<file path="src/sv/ksif_pkg.sv">
`timescale 1ns / 1ps
// ----------------------------------------------------------------------------
// ksif_pkg
// Shared types, widths and the set-1 scancode map for the keyboard input FIFO.
// ----------------------------------------------------------------------------
package ksif_pkg;

   localparam int FIFO_DEPTH_DEF = 64;
   localparam int CODE_W         = 8;
   localparam int LEN_W          = 16;
   localparam int CHAR_W         = 7;
   localparam int COUNT_W        = 7;
   localparam int REQ_DATA_W     = 24;
   localparam int RSP_DATA_W     = 16;

   // Result payload source select
   typedef enum logic [1:0] {
      OUT_ECHO  = 2'd0,
      OUT_REPLY = 2'd1,
      OUT_DATA  = 2'd2
   } out_sel_type;

   // Controller to datapath commands
   typedef struct packed {
      logic        capture;
      logic        push;
      logic        load_count;
      logic        pop;
      logic        out_load;
      out_sel_type out_sel;
   } cmd_type;

   // Datapath to controller status
   typedef struct packed {
      logic kind;
      logic mapped;
      logic full;
      logic empty_read;
      logic last_pop;
      logic out_free;
   } status_type;

   // Set-1 press code to ASCII; zero means unmapped
   function automatic logic [CHAR_W-1:0] key_to_ascii(input logic [6:0] code);
      logic [CHAR_W-1:0] ch;
      case (code)
         7'h02: ch = 7'h31;  7'h03: ch = 7'h32;  7'h04: ch = 7'h33;
         7'h05: ch = 7'h34;  7'h06: ch = 7'h35;  7'h07: ch = 7'h36;
         7'h08: ch = 7'h37;  7'h09: ch = 7'h38;  7'h0A: ch = 7'h39;
         7'h0B: ch = 7'h30;
         7'h10: ch = 7'h71;  7'h11: ch = 7'h77;  7'h12: ch = 7'h65;
         7'h13: ch = 7'h72;  7'h14: ch = 7'h74;  7'h15: ch = 7'h79;
         7'h16: ch = 7'h75;  7'h17: ch = 7'h69;  7'h18: ch = 7'h6F;
         7'h19: ch = 7'h70;
         7'h1C: ch = 7'h0A;
         7'h1E: ch = 7'h61;  7'h1F: ch = 7'h73;  7'h20: ch = 7'h64;
         7'h21: ch = 7'h66;  7'h22: ch = 7'h67;  7'h23: ch = 7'h68;
         7'h24: ch = 7'h6A;  7'h25: ch = 7'h6B;  7'h26: ch = 7'h6C;
         7'h2C: ch = 7'h7A;  7'h2D: ch = 7'h78;  7'h2E: ch = 7'h63;
         7'h2F: ch = 7'h76;  7'h30: ch = 7'h62;  7'h31: ch = 7'h6E;
         7'h32: ch = 7'h6D;
         7'h39: ch = 7'h20;
         default: ch = '0;
      endcase
      return ch;
   endfunction

endpackage

</file>
<file path="src/sv/ksif_ctrl.sv">
`timescale 1ns / 1ps
// ----------------------------------------------------------------------------
// ksif_ctrl
// Controller state machine: takes one request beat at a time, decides drop,
// push, empty reply or a read run, and paces result beats.
// ----------------------------------------------------------------------------
module ksif_ctrl (
   input  logic                 clock,
   input  logic                 reset,
   input  logic                 req_tvalid,
   output logic                 req_tready,
   input  ksif_pkg::status_type sts,
   output ksif_pkg::cmd_type    cmd
);
   import ksif_pkg::*;

   typedef enum logic [5:0] {
      ST_IDLE    = 6'b000001,
      ST_EVAL    = 6'b000010,
      ST_PUSH    = 6'b000100,
      ST_REPLY   = 6'b001000,
      ST_RD_ADDR = 6'b010000,
      ST_RD_OUT  = 6'b100000
   } state_type;

   state_type state_ff, state_in;

   // Next state and commands
   always_comb begin
      state_in       = state_ff;
      req_tready     = 1'b0;
      cmd.capture    = 1'b0;
      cmd.push       = 1'b0;
      cmd.load_count = 1'b0;
      cmd.pop        = 1'b0;
      cmd.out_load   = 1'b0;
      cmd.out_sel    = OUT_ECHO;
      case (state_ff)
         ST_IDLE: begin
            req_tready = 1'b1;
            if (req_tvalid) begin
               cmd.capture = 1'b1;
               state_in    = ST_EVAL;
            end
         end
         ST_EVAL: begin
            if (!sts.kind) begin
               // drop releases, unmapped codes and keys that find no room
               if (sts.mapped && !sts.full) begin
                  state_in = ST_PUSH;
               end else begin
                  state_in = ST_IDLE;
               end
            end else if (sts.empty_read) begin
               state_in = ST_REPLY;
            end else begin
               cmd.load_count = 1'b1;
               state_in       = ST_RD_ADDR;
            end
         end
         ST_PUSH: begin
            if (sts.out_free) begin
               cmd.push     = 1'b1;
               cmd.out_load = 1'b1;
               cmd.out_sel  = OUT_ECHO;
               state_in     = ST_IDLE;
            end
         end
         ST_REPLY: begin
            if (sts.out_free) begin
               cmd.out_load = 1'b1;
               cmd.out_sel  = OUT_REPLY;
               state_in     = ST_IDLE;
            end
         end
         ST_RD_ADDR: begin
            // let the store read settle on the head entry
            state_in = ST_RD_OUT;
         end
         ST_RD_OUT: begin
            if (sts.out_free) begin
               cmd.pop      = 1'b1;
               cmd.out_load = 1'b1;
               cmd.out_sel  = OUT_DATA;
               if (sts.last_pop) begin
                  state_in = ST_IDLE;
               end
            end
         end
         default: begin
            state_in = ST_IDLE;
         end
      endcase
   end

   // State register
   always_ff @(posedge clock) begin
      if (reset) begin
         state_ff <= ST_IDLE;
      end else begin
         state_ff <= state_in;
      end
   end

endmodule

</file>
<file path="src/sv/ksif_dpath.sv">
`timescale 1ns / 1ps
// ----------------------------------------------------------------------------
// ksif_dpath
// Datapath: request capture, scancode map, character store with pointers and
// fill level, read run counter and the result output register.
// ----------------------------------------------------------------------------
module ksif_dpath #(
   parameter int FIFO_DEPTH = ksif_pkg::FIFO_DEPTH_DEF
) (
   input  logic                              clock,
   input  logic                              reset,
   input  logic [ksif_pkg::REQ_DATA_W-1:0]   req_tdata,
   input  logic                              req_tuser,
   output logic                              rsp_tvalid,
   input  logic                              rsp_tready,
   output logic [ksif_pkg::RSP_DATA_W-1:0]   rsp_tdata,
   output logic                              rsp_tuser,
   output logic                              rsp_tlast,
   input  ksif_pkg::cmd_type                 cmd,
   output ksif_pkg::status_type              sts
);
   import ksif_pkg::*;

   localparam int PTR_W = $clog2(FIFO_DEPTH);
   localparam int CNT_W = $clog2(FIFO_DEPTH + 1);
   localparam logic [PTR_W-1:0] PTR_LAST = PTR_W'(FIFO_DEPTH - 1);
   localparam logic [CNT_W-1:0] CNT_FULL = CNT_W'(FIFO_DEPTH);

   function automatic logic [PTR_W-1:0] ptr_inc(input logic [PTR_W-1:0] p);
      return (p == PTR_LAST) ? '0 : p + PTR_W'(1);
   endfunction

   // Captured request
   logic              kind_ff;
   logic [CODE_W-1:0] code_ff;
   logic [LEN_W-1:0]  length_ff;

   always_ff @(posedge clock) begin
      if (cmd.capture) begin
         kind_ff   <= req_tuser;
         code_ff   <= req_tdata[CODE_W-1:0];
         length_ff <= req_tdata[CODE_W +: LEN_W];
      end
   end

   // Map the press code and size the read
   logic [CHAR_W-1:0] echo_char;
   logic [CNT_W-1:0]  fill_ff, fill_in;
   logic [CNT_W-1:0]  take_n;

   assign echo_char = key_to_ascii(code_ff[6:0]);
   assign take_n    = (length_ff < LEN_W'(fill_ff)) ? CNT_W'(length_ff) : fill_ff;

   // Pointers and fill level
   logic [PTR_W-1:0] rd_ptr_ff, rd_ptr_in;
   logic [PTR_W-1:0] wr_ptr_ff, wr_ptr_in;

   always_comb begin
      rd_ptr_in = cmd.pop  ? ptr_inc(rd_ptr_ff) : rd_ptr_ff;
      wr_ptr_in = cmd.push ? ptr_inc(wr_ptr_ff) : wr_ptr_ff;
      fill_in   = fill_ff;
      if (cmd.push) begin
         fill_in = fill_ff + CNT_W'(1);
      end else if (cmd.pop) begin
         fill_in = fill_ff - CNT_W'(1);
      end
   end

   always_ff @(posedge clock) begin
      if (reset) begin
         rd_ptr_ff <= '0;
         wr_ptr_ff <= '0;
         fill_ff   <= '0;
      end else begin
         rd_ptr_ff <= rd_ptr_in;
         wr_ptr_ff <= wr_ptr_in;
         fill_ff   <= fill_in;
      end
   end

   // Character store: one write port, one registered read port
   logic [CHAR_W-1:0] store_mem [FIFO_DEPTH];
   logic [CHAR_W-1:0] rdata_ff;

   always_ff @(posedge clock) begin
      if (cmd.push) begin
         store_mem[wr_ptr_ff] <= echo_char;
      end
      rdata_ff <= store_mem[rd_ptr_in];
   end

   // Read run size and beats left
   logic [CNT_W-1:0] run_n_ff;
   logic [CNT_W-1:0] remain_ff, remain_in;

   always_comb begin
      remain_in = remain_ff;
      if (cmd.load_count) begin
         remain_in = take_n;
      end else if (cmd.pop) begin
         remain_in = remain_ff - CNT_W'(1);
      end
   end

   always_ff @(posedge clock) begin
      if (reset) begin
         remain_ff <= '0;
      end else begin
         remain_ff <= remain_in;
      end
   end

   always_ff @(posedge clock) begin
      if (cmd.load_count) begin
         run_n_ff <= take_n;
      end
   end

   // Result output register
   logic               out_valid_ff;
   logic               out_source_ff;
   logic [CHAR_W-1:0]  out_char_ff;
   logic [COUNT_W-1:0] out_count_ff;
   logic               out_last_ff;
   logic               out_free;

   assign out_free = !out_valid_ff || rsp_tready;

   always_ff @(posedge clock) begin
      if (reset) begin
         out_valid_ff <= 1'b0;
      end else if (cmd.out_load) begin
         out_valid_ff <= 1'b1;
      end else if (rsp_tready) begin
         out_valid_ff <= 1'b0;
      end
   end

   always_ff @(posedge clock) begin
      if (cmd.out_load) begin
         case (cmd.out_sel)
            OUT_ECHO: begin
               out_source_ff <= 1'b0;
               out_char_ff   <= echo_char;
               out_count_ff  <= '0;
               out_last_ff   <= 1'b1;
            end
            OUT_REPLY: begin
               out_source_ff <= 1'b1;
               out_char_ff   <= '0;
               out_count_ff  <= '0;
               out_last_ff   <= 1'b1;
            end
            OUT_DATA: begin
               out_source_ff <= 1'b1;
               out_char_ff   <= rdata_ff;
               out_count_ff  <= COUNT_W'(run_n_ff);
               out_last_ff   <= (remain_ff == CNT_W'(1));
            end
            default: begin
               out_source_ff <= 1'b1;
               out_char_ff   <= '0;
               out_count_ff  <= '0;
               out_last_ff   <= 1'b1;
            end
         endcase
      end
   end

   assign rsp_tvalid = out_valid_ff;
   assign rsp_tuser  = out_source_ff;
   assign rsp_tlast  = out_last_ff;
   assign rsp_tdata  = {{(RSP_DATA_W - CHAR_W - COUNT_W){1'b0}}, out_count_ff, out_char_ff};

   // Status to controller
   assign sts.kind       = kind_ff;
   assign sts.mapped     = !code_ff[CODE_W-1] && (echo_char != '0);
   assign sts.full       = (fill_ff == CNT_FULL);
   assign sts.empty_read = (take_n == '0);
   assign sts.last_pop   = (remain_ff == CNT_W'(1));
   assign sts.out_free   = out_free;

endmodule

</file>
<file path="src/sv/keyboard_scancode_input_fifo.sv">
`timescale 1ns / 1ps
// ----------------------------------------------------------------------------
// keyboard_scancode_input_fifo
// Set-1 scancode to ASCII translation into a ring FIFO, with read requests
// that pop a run of characters.
// ----------------------------------------------------------------------------
// A key press echo passes the EVAL and PUSH states before it is registered
// as a result beat. A read run passes EVAL, RD_ADDR and RD_OUT before its
// first character is registered, then one character per cycle while
// rsp_tready stays high. Requests are taken one at a time: a new request is
// accepted only once the controller is back in IDLE. The store has one read port.
// Reset clears pointers, fill level and all valid state; store contents are
// not cleared and hold nothing readable until written.
// ----------------------------------------------------------------------------
module keyboard_scancode_input_fifo #(
   parameter int FIFO_DEPTH = ksif_pkg::FIFO_DEPTH_DEF
) (
   input  logic                              clock,
   input  logic                              reset,
   input  logic                              req_tvalid,
   output logic                              req_tready,
   // [7:0] scan_code, [23:8] read_length
   input  logic [ksif_pkg::REQ_DATA_W-1:0]   req_tdata,
   // [0] kind
   input  logic                              req_tuser,
   output logic                              rsp_tvalid,
   input  logic                              rsp_tready,
   // [6:0] character, [13:7] read_count, [15:14] zero
   output logic [ksif_pkg::RSP_DATA_W-1:0]   rsp_tdata,
   // [0] source
   output logic                              rsp_tuser,
   output logic                              rsp_tlast
);
   import ksif_pkg::*;

   cmd_type    cmd;
   status_type sts;

   // Controller
   ksif_ctrl u_ctrl (
      .clock      (clock),
      .reset      (reset),
      .req_tvalid (req_tvalid),
      .req_tready (req_tready),
      .sts        (sts),
      .cmd        (cmd)
   );

   // Datapath
   ksif_dpath #(
      .FIFO_DEPTH (FIFO_DEPTH)
   ) u_dpath (
      .clock      (clock),
      .reset      (reset),
      .req_tdata  (req_tdata),
      .req_tuser  (req_tuser),
      .rsp_tvalid (rsp_tvalid),
      .rsp_tready (rsp_tready),
      .rsp_tdata  (rsp_tdata),
      .rsp_tuser  (rsp_tuser),
      .rsp_tlast  (rsp_tlast),
      .cmd        (cmd),
      .sts        (sts)
   );

endmodule

</file>
<file path="config.mk">
export PLATFORM = sky130hd
export DESIGN_NAME = keyboard_scancode_input_fifo
export DESIGN_NICKNAME = d
export VERILOG_FILES = /design/src/sv/ksif_pkg.sv /design/src/sv/ksif_ctrl.sv /design/src/sv/ksif_dpath.sv /design/src/sv/keyboard_scancode_input_fifo.sv
export SDC_FILE = /design/constraint.sdc
export NUM_CORES = 1
export LEC_CHECK = 0
export BUFFER_PORTS_ARGS = -buffer_cell sky130_fd_sc_hd__buf_2
export CAP_MARGIN = 40
export CORE_UTILIZATION = 30
export DETAILED_ROUTE_END_ITERATION = 7
export HOLD_SLACK_MARGIN = 0.06
export SKIP_CTS_REPAIR_TIMING = 1
export SYNTH_ARGS = -nofsm -noshare
export SYNTH_HDL_FRONTEND = slang
export SYNTH_SLANG_ARGS = --single-unit
</file>
<file path="constraint.sdc">
create_clock -name clock -period 2.7 [get_ports clock]
set_input_delay 0 -clock clock [delete_from_list [all_inputs] [get_ports clock]]
set_output_delay 0 -clock clock [all_outputs]
set_load 0.03 [all_outputs]
</file>
==> out/qor.txt <==
POWER
-----------------------------------------------------------------------------------------------
Leak                                                                                   9.963 nW
Share of total power in sequential cells                                                  52.9%
Peak supply drop                                                                      0.4505 mV
Gate power share                                                                           5.0%
PwrDens                                                                            627.1 nW/µm²
Sw Ratio                                                                                 21.36%
Clock power frac                                                                          42.1%
Net switching component of the power                                                   3.816 mW
Internal Power                                                                         14.05 mW
Total chip power                                                                       17.87 mW

WORST SETUP PATH
-----------------------------------------------------------------------------------------------
Category of the critical setup timing path                                              reg2reg
Maximum fanout count along the critical path                                                 23
Minimum setup slack among reg-to-reg paths                                             -0.35 ns
Kind of start point of the critical path                                              flip-flop
Endpoint kind of the worst setup timing path                                          flip-flop
Arrival time of the worst setup path                                                    3.59 ns
Data required, critical path                                                            3.24 ns

ROUTING
-----------------------------------------------------------------------------------------------
Drt first-iter violations                                                                 1,217
Total via count after detailed routing                                                   14,730
Number of iterations in the first detailed-routing pass                                       6
Via density                                                                               4.984
Final routed wire length divided by cell count                                         20.16 µm
Number of routed nets with antenna violations                                                 0
Total routed wirelength                                                                59.58 mm
Number of remaining DRC errors                                                                0

TIMING
-----------------------------------------------------------------------------------------------
Final Hold Violating Endpoints                                                                0
Final critical path time including I/O delays and setup                                3.053 ns
Slew Limit Fails                                                                              0
Slew margin rel.                                                                         41.16%
Setup repair after global routing missed its margin                                        true
# setup viols final                                                                           8
Tcrit/Tclk final                                                                         113.1%
Measured slew at the worst slew-check pin                                             0.8827 ns
PnR worst setup slack                                                                -0.3531 ns
Max Fclk                                                                             0.3275 GHz
Clock skew after layout                                                              0.01771 ns

SYNTH
-----------------------------------------------------------------------------------------------
Post-synthesis average cell area                                                      13.81 µm²
Number of enable-type register cells in the synthesized netlist                             496
Number of different library cells in the post-synthesis netlist                              67
Total of flip-flops plus latches after synthesis                                            543
Sequential cell area fraction in the yosys report                                        69.93%
Cell area after technology mapping                                                   22,640 µm²
Count of synthesis-stage warnings from yosys                                                  0
Synth Flop Type                                                                    sky130_fd_sc_hd__edfxtp_1
Fraction of registers with async set/reset                                                   0%
Number of standard cells after synthesis                                                  1,640

CTS
-----------------------------------------------------------------------------------------------
CTS buffer count                                                                             54
Count of H-tree levels built during CTS                                                       2
Max clock buf depth                                                                           3
Clock Sink Count                                                                            543
Clock input transition at the sequential cells of the worst setup and hold paths        0.06 ns
TritonCTS clock tree                                                                      built
Skew-Pair Late Insertion Delay                                                          0.60 ns
Clock Tree Root                                                                    sky130_fd_sc_hd__clkbuf_16

FLOORPLANNING
-----------------------------------------------------------------------------------------------
Placeable core area                                                                  74,570 µm²
Die boundary height                                                                    276.7 µm
Die ar.                                                                              76,580 µm²
Die Width                                                                              276.7 µm
Initial Utilization                                                                      30.37%
Top-Level Pins                                                                               49
Standard-cell rows                                                                          100

PLACED DESIGN
-----------------------------------------------------------------------------------------------
Placer Congestion                                                                        0.9407
Dpl hpwl                                                                               38.12 mm
Buffers on Ports                                                                             46

GLOBAL ROUTE
-----------------------------------------------------------------------------------------------
Largest net degree at the start of global routing                                            66
Total congestion overflow                                                                     0
Number of antenna violations at the first check in global routing                             0
Total routing resource utilization after global routing                                  14.85%
Global-route wire length before repair                                                 88.37 mm
Via count of the first global-routing pass                                               14,500

WORST HOLD PATH
-----------------------------------------------------------------------------------------------
Worst Hold Class                                                                         in2reg

RUN STATUS
-----------------------------------------------------------------------------------------------
Run status                                                                         complete, but fails checks
Violations in the final reports                                                    setup timing

LAYOUT
-----------------------------------------------------------------------------------------------
Fraction of layout cells with a size suffix above 1                                      25.33%
Most common cell after layout, fill and taps aside                                 sky130_fd_sc_hd__edfxtp_1
Layout overhead on the synthesized area                                                  25.83%
Post-layout nets                                                                          1,995
Final core utilization                                                                   38.21%
Commonest cells after routing, fill and taps aside                                 496 x sky130_fd_sc_hd__edfxtp_1, 248 x sky130_fd_sc_hd__nand2_1, 222 x sky130_fd_sc_hd__buf_4
Antenna fix cells                                                                             0

JOB
-----------------------------------------------------------------------------------------------
Number of max-cap violations                                                                  0

[critical path, cell delays in order, from the launching register on]
cell,delay (ns)
sky130_fd_sc_hd__dfxtp_2,0.33
sky130_fd_sc_hd__or4_4,0.57
sky130_fd_sc_hd__buf_6,0.14
sky130_fd_sc_hd__o31ai_4,0.29
sky130_fd_sc_hd__nand2_4,0.09
sky130_fd_sc_hd__buf_4,0.20
sky130_fd_sc_hd__buf_16,0.18
sky130_fd_sc_hd__mux2i_1,0.14
sky130_fd_sc_hd__mux4_2,0.53
sky130_fd_sc_hd__a32oi_2,0.27
sky130_fd_sc_hd__and4b_1,0.24
[flip-flops by register name, indices dropped and copies added, names as in the netlist, named ones only]
signal                cells
u_dpath.store_mem       448
u_dpath.length_ff        16
u_dpath.code_ff           8
u_dpath.fill_ff           7
u_dpath.out_char_ff       7
u_dpath.out_count_ff      7
u_dpath.rdata_ff          7
u_dpath.remain_ff         7
u_dpath.run_n_ff          7
u_ctrl.state_ff           6
u_dpath.rd_ptr_ff         6
u_dpath.wr_ptr_ff         6
u_dpath.kind_ff           1
u_dpath.rsp_tlast         1
u_dpath.rsp_tuser         1
u_dpath.rsp_tvalid        1
[cell usage after synthesis (10+ instances only)]
cell / n / area, µm²
sky130_fd_sc_hd__a211oi_1: 13 / 97.59
sky130_fd_sc_hd__a21oi_1: 73 / 365.4
sky130_fd_sc_hd__a31oi_1: 16 / 100.1
sky130_fd_sc_hd__a32oi_1: 65 / 569.3
sky130_fd_sc_hd__and2_1: 14 / 87.58
sky130_fd_sc_hd__buf_2: 21 / 105.1
sky130_fd_sc_hd__clkbuf_1: 51 / 191.4
sky130_fd_sc_hd__dfxtp_1: 47 / 940.9
sky130_fd_sc_hd__edfxtp_1: 496 / 14890
sky130_fd_sc_hd__ha_1: 22 / 275.3
sky130_fd_sc_hd__inv_1: 27 / 101.4
sky130_fd_sc_hd__mux2_2: 13 / 146.4
sky130_fd_sc_hd__mux2i_1: 120 / 1201
sky130_fd_sc_hd__mux4_2: 10 / 225.2
sky130_fd_sc_hd__nand2_1: 250 / 938.4
sky130_fd_sc_hd__nand3_1: 70 / 350.3
sky130_fd_sc_hd__nor2_1: 118 / 442.9
sky130_fd_sc_hd__nor2b_1: 13 / 81.33
sky130_fd_sc_hd__nor3_1: 20 / 100.1
sky130_fd_sc_hd__nor4_1: 10 / 62.56
sky130_fd_sc_hd__o21ai_0: 18 / 90.09
sky130_fd_sc_hd__xnor2_1: 14 / 122.6
[power by group through the flow]
| stage | combinational, mW | sequential, mW | clock [mW] |
|---|---|---|---|
| 6_report | 0.895 | 9.46 | 7.52 |
| 5_1_grt | 0.968 | 9.46 | 7.99 |
| 4_1_cts | 0.809 | 9.45 | 7.66 |
| 3_5_place_dp | 0.807 | 9.63 | 0 |
| 3_3_place_gp | 0.791 | 9.63 | 0 |
| 2_1_floorplan | 0.402 | 9.62 | 0 |
[cell type report]
class                      count  area (µm²)
multi-input combinational    977        6639
sequential                   543       15840
fill                        6965       46080
timing repair buffer         339        2917
tap                          969        1212
inverter                      28       108.9
clock buffer                  66        1468
clock inverter                33       310.3
[kinds of logic (layout without fill, tap and decap cells)]
kind of cell | Yosys count | after routing | synth area share, %
fa+ha+maj | 23 | 23 | 1.304
simple gates | 540 | 540 | 10.73
compound gates | 248 | 248 | 7.791
other cells | 1 | 2 | 0.01656
buf+inv | 121 | 466 | 2.470
mux | 143 | 143 | 6.946
flops | 543 | 543 | 69.93
xor+xnor | 21 | 21 | 0.8123
[final timing paths]
check | start | endpoint | cells past startpoint
max | u_ctrl.state_ff[4] | u_dpath.rdata_ff[5] | 10
max reg2reg | u_ctrl.state_ff[4] | u_dpath.rdata_ff[5] | 10
min reg2reg | u_dpath.run_n_ff[3] | u_dpath.out_count_ff[3] | 1
min | req_tdata[20] | u_dpath.length_ff[12] | 2
[per-stage QoR]
step / hold WS [ns] / cell area, µm² / setup TNS (ns) / std cells / setup WS [ns]
final: 0.1117 / 28490 / -2.229 / 2955 / -0.3531
after global routing: 0.08250 / 28490 / -3.046 / 2955 / -0.4185
after CTS: -0.4607 / 27440 / -3.248 / 2892 / -0.5262
after detailed placement: 0.1784 / 25660 / -2.953 / 2793 / -0.4945
after global placement: 0.1778 / 25650 / -2.947 / 2792 / -0.4691
after floorplan: 0.09887 / 22680 / -0.01763 / 1641 / -0.01763
[metal layers]
layer  vias up  global-route usage, %  wire length, µm
met3        94                  2.084             3027
met5         -                      0                0
met4         0                  5.014             1602
met1      7367                  19.40            24910
met2       443                  25.28            30040
li1       6823                      -                -
Note: power is estimated with default switching activity, not from simulation.
